**src/sv/deq_pkg.sv**
```systemverilog
// ---------------------------------------------------------------------------
// deq_pkg
// Shared types and constants for the double-ended queue core.
// ---------------------------------------------------------------------------
package deq_pkg;

    localparam int OP_W       = 3;
    localparam int IO_DATA_W  = 32;
    localparam int POS_W      = 4;
    localparam int STATUS_W   = 2;
    localparam int CNT_OUT_W  = 5;

    localparam int DEF_DEPTH      = 16;
    localparam int DEF_DATA_WIDTH = 32;

    typedef enum logic [OP_W-1:0] {
        OP_PUSH_FRONT = 3'd0,
        OP_PUSH_BACK  = 3'd1,
        OP_READ_FRONT = 3'd2,
        OP_READ_BACK  = 3'd3,
        OP_READ_POS   = 3'd4,
        OP_ERASE_POS  = 3'd5
    } t_op;

    typedef enum logic [STATUS_W-1:0] {
        STAT_OK    = 2'd0,
        STAT_FULL  = 2'd1,
        STAT_EMPTY = 2'd2,
        STAT_RANGE = 2'd3
    } t_status;

endpackage

```
**src/sv/double_ended_queue_core.sv**
```systemverilog
// An accepted word moves the sequencer to S_FIN, through S_ERASE for an erase that must shift
// elements; from S_FIN the result registers load once the output is free. Erase at position p
// moves count - 1 - p elements, one element per cycle (read one slot, write the previous).
// One word is processed at a time; a new word is accepted while the last result waits.
// Reset (synchronous, active low) clears head, count and handshake state; the element
// memory is not cleared, and no entry is read before it has been written.
// ---------------------------------------------------------------------------
// double_ended_queue_core
// Bounded double-ended queue on a ring memory with a small sequencer.
// ---------------------------------------------------------------------------
module double_ended_queue_core #(
    parameter int DEPTH      = deq_pkg::DEF_DEPTH,
    parameter int DATA_WIDTH = deq_pkg::DEF_DATA_WIDTH
) (
    input  logic                           i_clk,
    input  logic                           i_rst_n,
    input  logic                           i_in_valid,
    output logic                           o_in_stall,
    input  logic [deq_pkg::OP_W-1:0]       i_opcode,
    input  logic [deq_pkg::IO_DATA_W-1:0]  i_data_in,
    input  logic [deq_pkg::POS_W-1:0]      i_position,
    output logic                           o_out_valid,
    input  logic                           i_out_stall,
    output logic [deq_pkg::IO_DATA_W-1:0]  o_data_out,
    output logic [deq_pkg::STATUS_W-1:0]   o_status,
    output logic [deq_pkg::CNT_OUT_W-1:0]  o_count_out
);

    import deq_pkg::*;

    localparam int AW  = $clog2(DEPTH);
    localparam int AW1 = AW + 1;
    localparam int CW  = $clog2(DEPTH + 1);
    localparam int PW  = (CW > POS_W) ? CW : POS_W;
    localparam logic [AW1-1:0] DEPTH_S = AW1'(DEPTH);
    localparam logic [CW-1:0]  DEPTH_C = CW'(DEPTH);

    typedef enum logic [2:0] {
        S_IDLE  = 3'b001,
        S_ERASE = 3'b010,
        S_FIN   = 3'b100
    } t_state;

    function automatic logic [AW-1:0] f_slot(input logic [AW-1:0] base,
                                             input logic [AW-1:0] off);
        logic [AW1-1:0] s;
        s = {1'b0, base} + {1'b0, off};
        if (s >= DEPTH_S) begin
            s = s - DEPTH_S;
        end
        return s[AW-1:0];
    endfunction

    t_state                r_state, n_state;
    logic [AW-1:0]         r_head, n_head;
    logic [CW-1:0]         r_count, n_count;
    logic [CW-1:0]         r_left, n_left;
    logic [AW-1:0]         r_wslot, n_wslot;
    logic [AW-1:0]         r_rslot, n_rslot;
    logic                  r_rd_sel, n_rd_sel;
    t_status               r_status, n_status;
    logic                  r_ovalid, n_ovalid;
    logic [IO_DATA_W-1:0]  r_odata;
    t_status               r_ostatus;
    logic [CNT_OUT_W-1:0]  r_ocount;

    logic                  w_accept;
    logic                  w_out_free;
    logic                  w_load;
    logic                  w_full;
    logic                  w_empty;
    logic [PW-1:0]         w_pos_ext;
    logic                  w_range;
    logic [AW-1:0]         w_pos_slot;
    logic [CW-1:0]         w_erase_left;
    logic [DATA_WIDTH+IO_DATA_W-1:0] w_in_ext;
    logic [DATA_WIDTH+IO_DATA_W-1:0] w_rd_ext;
    logic [CW+CNT_OUT_W-1:0]         w_cnt_ext;

    logic                  w_wr_en;
    logic [AW-1:0]         w_wr_addr;
    logic [DATA_WIDTH-1:0] w_wr_data;
    logic                  w_rd_en;
    logic [AW-1:0]         w_rd_addr;
    logic [DATA_WIDTH-1:0] w_rd_data;

    deq_ram #(
        .DEPTH      (DEPTH),
        .DATA_WIDTH (DATA_WIDTH),
        .AW         (AW)
    ) u_ram (
        .i_clk     (i_clk),
        .i_wr_en   (w_wr_en),
        .i_wr_addr (w_wr_addr),
        .i_wr_data (w_wr_data),
        .i_rd_en   (w_rd_en),
        .i_rd_addr (w_rd_addr),
        .o_rd_data (w_rd_data)
    );

    assign o_in_stall   = !i_rst_n || (r_state != S_IDLE);
    assign w_accept     = i_in_valid && !o_in_stall;
    assign w_out_free   = !r_ovalid || !i_out_stall;
    assign w_load       = (r_state == S_FIN) && w_out_free;

    assign w_full       = (r_count == DEPTH_C);
    assign w_empty      = (r_count == '0);
    assign w_pos_ext    = PW'(i_position);
    assign w_range      = (w_pos_ext >= PW'(r_count));
    assign w_pos_slot   = f_slot(r_head, w_pos_ext[AW-1:0]);
    assign w_erase_left = r_count - w_pos_ext[CW-1:0] - CW'(1);

    assign w_in_ext  = {{DATA_WIDTH{1'b0}}, i_data_in};
    assign w_rd_ext  = {{IO_DATA_W{1'b0}}, w_rd_data};
    assign w_cnt_ext = {{CNT_OUT_W{1'b0}}, r_count};

    always_comb begin
        n_state   = r_state;
        n_head    = r_head;
        n_count   = r_count;
        n_left    = r_left;
        n_wslot   = r_wslot;
        n_rslot   = r_rslot;
        n_rd_sel  = r_rd_sel;
        n_status  = r_status;
        w_wr_en   = 1'b0;
        w_wr_addr = r_wslot;
        w_wr_data = w_rd_data;
        w_rd_en   = 1'b0;
        w_rd_addr = r_rslot;

        unique case (r_state)
            S_IDLE: begin
                if (w_accept) begin
                    n_state  = S_FIN;
                    n_rd_sel = 1'b0;
                    n_status = STAT_OK;
                    unique case (i_opcode) inside
                        OP_PUSH_FRONT: begin
                            if (w_full) begin
                                n_status = STAT_FULL;
                            end else begin
                                n_head    = f_slot(r_head, AW'(DEPTH - 1));
                                w_wr_en   = 1'b1;
                                w_wr_addr = f_slot(r_head, AW'(DEPTH - 1));
                                w_wr_data = w_in_ext[DATA_WIDTH-1:0];
                                n_count   = r_count + CW'(1);
                            end
                        end
                        OP_PUSH_BACK: begin
                            if (w_full) begin
                                n_status = STAT_FULL;
                            end else begin
                                w_wr_en   = 1'b1;
                                w_wr_addr = f_slot(r_head, r_count[AW-1:0]);
                                w_wr_data = w_in_ext[DATA_WIDTH-1:0];
                                n_count   = r_count + CW'(1);
                            end
                        end
                        OP_READ_FRONT, OP_READ_BACK: begin
                            if (w_empty) begin
                                n_status = STAT_EMPTY;
                            end else begin
                                w_rd_en  = 1'b1;
                                n_rd_sel = 1'b1;
                                if (i_opcode == OP_READ_FRONT) begin
                                    w_rd_addr = r_head;
                                end else begin
                                    w_rd_addr = f_slot(r_head, AW'(r_count - CW'(1)));
                                end
                            end
                        end
                        OP_READ_POS: begin
                            if (w_range) begin
                                n_status = STAT_RANGE;
                            end else begin
                                w_rd_en   = 1'b1;
                                w_rd_addr = w_pos_slot;
                                n_rd_sel  = 1'b1;
                            end
                        end
                        OP_ERASE_POS: begin
                            if (w_range) begin
                                n_status = STAT_RANGE;
                            end else begin
                                n_count = r_count - CW'(1);
                                if (w_erase_left != '0) begin
                                    w_rd_en   = 1'b1;
                                    w_rd_addr = f_slot(w_pos_slot, AW'(1));
                                    n_wslot   = w_pos_slot;
                                    n_rslot   = f_slot(f_slot(w_pos_slot, AW'(1)), AW'(1));
                                    n_left    = w_erase_left - CW'(1);
                                    n_state   = S_ERASE;
                                end
                            end
                        end
                        default: begin
                        end
                    endcase
                end
            end
            S_ERASE: begin
                // shift one element toward the front per cycle
                w_wr_en   = 1'b1;
                w_wr_addr = r_wslot;
                w_wr_data = w_rd_data;
                n_wslot   = f_slot(r_wslot, AW'(1));
                if (r_left != '0) begin
                    w_rd_en   = 1'b1;
                    w_rd_addr = r_rslot;
                    n_rslot   = f_slot(r_rslot, AW'(1));
                    n_left    = r_left - CW'(1);
                end else begin
                    n_state = S_FIN;
                end
            end
            S_FIN: begin
                if (w_out_free) begin
                    n_state = S_IDLE;
                end
            end
            default: begin
                n_state = S_IDLE;
            end
        endcase
    end

    always_comb begin
        n_ovalid = r_ovalid;
        if (w_load) begin
            n_ovalid = 1'b1;
        end else if (!i_out_stall) begin
            n_ovalid = 1'b0;
        end
    end

    always_ff @(posedge i_clk) begin
        if (!i_rst_n) begin
            r_state  <= S_IDLE;
            r_head   <= '0;
            r_count  <= '0;
            r_ovalid <= 1'b0;
        end else begin
            r_state  <= n_state;
            r_head   <= n_head;
            r_count  <= n_count;
            r_ovalid <= n_ovalid;
        end
    end

    always_ff @(posedge i_clk) begin
        r_left   <= n_left;
        r_wslot  <= n_wslot;
        r_rslot  <= n_rslot;
        r_rd_sel <= n_rd_sel;
        r_status <= n_status;
        if (w_load) begin
            r_odata   <= r_rd_sel ? w_rd_ext[IO_DATA_W-1:0] : '0;
            r_ostatus <= r_status;
            r_ocount  <= w_cnt_ext[CNT_OUT_W-1:0];
        end
    end

    assign o_out_valid = r_ovalid;
    assign o_data_out  = r_odata;
    assign o_status    = r_ostatus;
    assign o_count_out = r_ocount;

endmodule

```
**src/sv/deq_ram.sv**
```systemverilog
// ---------------------------------------------------------------------------
// deq_ram
// Element store: one write port, one read port, registered read data.
// ---------------------------------------------------------------------------
module deq_ram #(
    parameter int DEPTH      = deq_pkg::DEF_DEPTH,
    parameter int DATA_WIDTH = deq_pkg::DEF_DATA_WIDTH,
    parameter int AW         = $clog2(DEPTH)
) (
    input  logic                  i_clk,
    input  logic                  i_wr_en,
    input  logic [AW-1:0]         i_wr_addr,
    input  logic [DATA_WIDTH-1:0] i_wr_data,
    input  logic                  i_rd_en,
    input  logic [AW-1:0]         i_rd_addr,
    output logic [DATA_WIDTH-1:0] o_rd_data
);

    logic [DATA_WIDTH-1:0] r_mem [DEPTH];
    logic [DATA_WIDTH-1:0] r_rd_data;

    always_ff @(posedge i_clk) begin
        if (i_wr_en) begin
            r_mem[i_wr_addr] <= i_wr_data;
        end
        if (i_rd_en) begin
            r_rd_data <= r_mem[i_rd_addr];
        end
    end

    assign o_rd_data = r_rd_data;

endmodule

```
**config.mk**
```make
export PLATFORM = sky130hd
export DESIGN_NAME = double_ended_queue_core
export DESIGN_NICKNAME = d
export VERILOG_FILES = /design/src/sv/deq_pkg.sv /design/src/sv/double_ended_queue_core.sv /design/src/sv/deq_ram.sv
export SDC_FILE = /design/constraint.sdc
export NUM_CORES = 1
export LEC_CHECK = 0
export BUFFER_PORTS_ARGS = -buffer_cell sky130_fd_sc_hd__buf_2
export CORE_ASPECT_RATIO = 0.6
export CORE_MARGIN = 2
export CORE_UTILIZATION = 62
export CTS_CLUSTER_SIZE = 12
export DETAILED_ROUTE_END_ITERATION = 8
export PLACE_DENSITY = 0.88
export SLEW_MARGIN = 20
export SYNTH_ARGS = -nofsm -noshare
export SYNTH_HDL_FRONTEND = slang
export SYNTH_SLANG_ARGS = --single-unit
```
**constraint.sdc**
```tcl
create_clock -name i_clk -period 4.45 [get_ports i_clk]
set_input_delay 0 -clock i_clk [delete_from_list [all_inputs] [get_ports i_clk]]
set_output_delay 0 -clock i_clk [all_outputs]
set_load 0.05 [all_outputs]
```
==> impl_metrics.tcl <==
set metrics [dict create \
    outcome "finished, violations left" \
    violations_in_the_final_reports "negative hold slack" \
    finalInstanceArea_mm2 0.0288 \
    number_of_clock_sinks_seen_by_cts 612 \
    drv_slew 0 \
    p_per_area_mw_per_mm2 383 \
    wire_length_of_the_first_global_routing_pass_um 97300 \
    antenna_found_initial 0 \
    clock_period_minus_final_worst_setup_slack_ps 4240 \
    critical_path.reg2reg.startpoint "r_count[1]" \
    reg2reg_depth 13 \
    regToRegEndpoint "u_ram.o_rd_data[31]" \
    syn_area_mm2 0.0254 \
    boundaryPins 84 \
    die_y_um 161 \
    antenna_diode_count 0 \
    timing.hold.worst_path_depth 2 \
    ys_seq_elements 612 \
    ys_warn_count 0 \
    max-vdd-ir-drop_mv 0.314 \
    chipWidth_um 265 \
    route.detailed.vias_per_inst 6.56 \
    fillCellCount 2429 \
    grt_util_all_layers_pct 30.3 \
    hold_removal_path_class "primary input to register" \
    layout.nets 2170 \
    grt-busiest-layer "met2" \
    cts.clk_slew.worst_paths_ps 70 \
    syn-instance-count 1976 \
    multi_input_gate_area_in_the_final_layout_mm2 0.00661 \
    crit_start "r_count[1]" \
    grt_util_met3_pct 6.85 \
    drt_pass1_iterations 6 \
    cts_root_cell "sky130_fd_sc_hd__clkbuf_16" \
    critPathArrivalTime_ps 4690 \
    post_synth.cell_area_avg_um2 12.9 \
    synth_edf_count 599 \
    grt_start_max_net_pins 87 \
    clock_path_buffers 3 \
    stdcell_count 2651 \
    placement.io_buffers 83 \
    power_leakage_nw 10.1 \
    power_mw 11.0 \
    htree_num_levels 2 \
    grt_remaining_overflow 0 \
    worst-endpoint-required_ps 4890 \
    max_cap_viol_count 0 \
    clkLatencyLatePin_ps 590 \
    route.detailed.drc 0 \
    type_of_destination_of_the_critical_path "register" \
    syn2layout_area_growth_pct 13.3 \
    ant_nets 0 \
    final_core_utilization_pct 71.2 \
    worst_pin_slew_ps 1050 \
    timing.hold.ws_ps -0.515 \
    r2r_setup_slack_ps 210 \
    initial_core_util_pct 62.8 \
    crit_fanout 32 \
    dr_total_vias 17400 \
    placement.cell_area_mm2 0.0268 \
    floorplan_core_area_mm2 0.0404 \
    fin_skew_ps 14.7 \
    post_synth_num_cell_types 59 \
    wl_um 66000 \
    asyncSetResetFlopFracSynth_pct 0 \
    first_global_vias 16900 \
    timing.critical_path.to "u_ram.o_rd_data[31]" \
    critical_path.startpoint_type "register" \
    period_utilization_pct 95.3 \
    wl_per_cell_um 24.9 \
    postCtsSetupRepairBufs 0 \
    synth_sequential_area_ratio_pct 71.9 \
    totalNegativeSetupSlack_ps 0 \
    share_of_layout_cells_above_drive_strength_1_pct 13.2 \
    drt_iter0_markers 2872 \
    rsz_0062_raised_after_global_routing "false" \
    setup_viol 0 \
    clock_tree_from_tritoncts "yes" \
    timing.fmax_mhz 236 \
    worst-setup-path-type "register to register" \
    ff_latch_area_mm2 0.0182 \
    place_hpwl_um 35600 \
    gpl.final_weighted_congestion 0.927 \
    die_area_mm2 0.0426 \
    site_rows 57 \
    synth_nets 2046 \
    timing.slew.headroom_pct 29.8 \
    numPlacedInstances 2537 \
    gr-usage-met1_pct 43.1 \
    cts_made_buffers 57 \
    postSynth.topFlopCell "sky130_fd_sc_hd__edfxtp_1" \
    finalHoldViolCount 1 \
    grt_use_met2_pct 47.2 \
]
==> layout make-up <==
type	instances	area share [%]
clock buffers	75	5.34
clock inverters	4	0.0783
inverters	23	0.300
multi-input cells	1223	23.0
flip-flops and latches	612	63.4
well taps	531	2.31
repair buffers	183	5.60
==> sequential cells by signal, indices dropped and copies added, names as in the netlist <==
name and count:
o_count_out 5, o_data_out 32, o_out_valid 1, o_status 2
r_count 5, r_head 4, r_left 5, r_rd_sel 1
r_rslot 4, r_state 3, r_status 2, r_wslot 4
u_ram.o_rd_data 32, u_ram.r_mem 512
==> through the flow <==
step                setup slack (ps)  hold slack, ps
floorplan                        536             185
global placement                 461             284
detailed placement               288             307
CTS                              239            9.28
global route                    28.5            43.1
finish                           208          -0.515
==> placed cells by master (no fill, tap or decap), types with 5 or more instances in the layout <==
cell,count
sky130_fd_sc_hd__or3_1,5
sky130_fd_sc_hd__mux2_2,33
sky130_fd_sc_hd__and2_1,37
sky130_fd_sc_hd__nand2_1,538
sky130_fd_sc_hd__nand2b_1,9
sky130_fd_sc_hd__clkbuf_16,59
sky130_fd_sc_hd__buf_4,40
sky130_fd_sc_hd__dlygate4sd3_1,31
sky130_fd_sc_hd__buf_2,83
sky130_fd_sc_hd__a32oi_1,32
sky130_fd_sc_hd__o21ai_0,10
sky130_fd_sc_hd__nand3_1,329
sky130_fd_sc_hd__a21oi_1,21
sky130_fd_sc_hd__edfxtp_1,599
sky130_fd_sc_hd__inv_1,23
sky130_fd_sc_hd__xnor2_1,21
sky130_fd_sc_hd__buf_12,26
sky130_fd_sc_hd__nor2_4,16
sky130_fd_sc_hd__a311oi_1,32
sky130_fd_sc_hd__nor2_1,26
sky130_fd_sc_hd__ha_1,23
sky130_fd_sc_hd__a21o_1,8
sky130_fd_sc_hd__xor2_1,7
sky130_fd_sc_hd__nor3_1,5
sky130_fd_sc_hd__clkbuf_1,16
sky130_fd_sc_hd__dfxtp_1,13
==> report_power, final <==
group	internal, mW	switching, mW
clock	2.37	1.99
sequential	6.29	0.00942
combinational	0.127	0.228
==> per-layer routing <==
metal  vias to the layer above  share of wire [%]
li1                       7421                  -
met1                      8395                 37
met2                      1408                 46
met3                       173                 14
met4                         0                3.0
met5                         -                  0
==> synth_stat cells (3+ instances only) <==
master	instances	share of area, %
sky130_fd_sc_hd__a2111oi_0	4	0.14
sky130_fd_sc_hd__a21boi_0	3	0.089
sky130_fd_sc_hd__a21o_1	8	0.24
sky130_fd_sc_hd__a21oi_1	22	0.43
sky130_fd_sc_hd__a311oi_1	32	1.1
sky130_fd_sc_hd__a31oi_1	3	0.074
sky130_fd_sc_hd__a32oi_1	32	1.1
sky130_fd_sc_hd__and2_1	38	0.94
sky130_fd_sc_hd__buf_2	67	1.3
sky130_fd_sc_hd__buf_4	5	0.15
sky130_fd_sc_hd__buf_6	11	0.49
sky130_fd_sc_hd__clkbuf_1	35	0.52
sky130_fd_sc_hd__dfxtp_1	13	1.0
sky130_fd_sc_hd__edfxtp_1	599	71
sky130_fd_sc_hd__fa_1	4	0.32
sky130_fd_sc_hd__ha_1	23	1.1
sky130_fd_sc_hd__inv_1	23	0.34
sky130_fd_sc_hd__mux2_2	33	1.5
sky130_fd_sc_hd__mux2i_1	4	0.16
sky130_fd_sc_hd__nand2_1	540	8.0
sky130_fd_sc_hd__nand2b_1	9	0.22
sky130_fd_sc_hd__nand3_1	329	6.5
sky130_fd_sc_hd__nor2_1	42	0.62
sky130_fd_sc_hd__nor2b_1	4	0.099
sky130_fd_sc_hd__nor3_1	5	0.099
sky130_fd_sc_hd__o21ai_0	11	0.22
sky130_fd_sc_hd__o21ai_1	3	0.059
sky130_fd_sc_hd__o22ai_1	4	0.099
sky130_fd_sc_hd__or3_1	6	0.15
sky130_fd_sc_hd__xnor2_1	21	0.72
sky130_fd_sc_hd__xor2_1	7	0.24
==> critical path: stages, from the launching register on <==
cell                       delay [ps]
sky130_fd_sc_hd__dfxtp_1          480
sky130_fd_sc_hd__inv_1            230
sky130_fd_sc_hd__fa_1             460
sky130_fd_sc_hd__nand2b_1         170
sky130_fd_sc_hd__a21oi_2          140
sky130_fd_sc_hd__xnor2_1          110
sky130_fd_sc_hd__and4b_1          320
sky130_fd_sc_hd__or4_1            530
sky130_fd_sc_hd__o21ai_1           90
sky130_fd_sc_hd__a211o_1          250
sky130_fd_sc_hd__buf_6            270
sky130_fd_sc_hd__and2b_4          650
sky130_fd_sc_hd__a32oi_1          230
sky130_fd_sc_hd__nand3_1          150
==> worst min-delay path by stage <==
stage                                     end           from
after CTS                 u_ram.r_mem[15][14]  i_data_in[14]
after global placement             r_state[0]        i_rst_n
after detailed placement           r_state[0]        i_rst_n
after floorplan                   r_status[0]    i_opcode[1]
after global routing       u_ram.r_mem[4][26]  i_data_in[26]
final                      u_ram.r_mem[4][26]  i_data_in[26]
==> logic make-up (layout without fill, tap and decap cells) <==
kind of cell,after synthesis,count (layout),synth area share (%)
AO/OA/AOI/OAI,141,142,4.21
XOR/XNOR,28,28,0.966
adder cells (fa/ha/maj),27,27,1.45
buffers and inverters,143,285,2.85
flip-flops,612,612,71.9
multiplexers,37,37,1.62
AND/OR/NAND/NOR,988,989,17.0
==> timing repair <==
| action | 4_1_cts | 5_1_grt |
|---|---|---|
| endpoints found under the setup margin | 0 | 9 |
| hold buffers | 31 | 0 |
| resized for setup | 0 | 4 |
| hold endpoints to repair | 442 | 0 |
No activity file was read; power rests on OpenSTA's default activity.
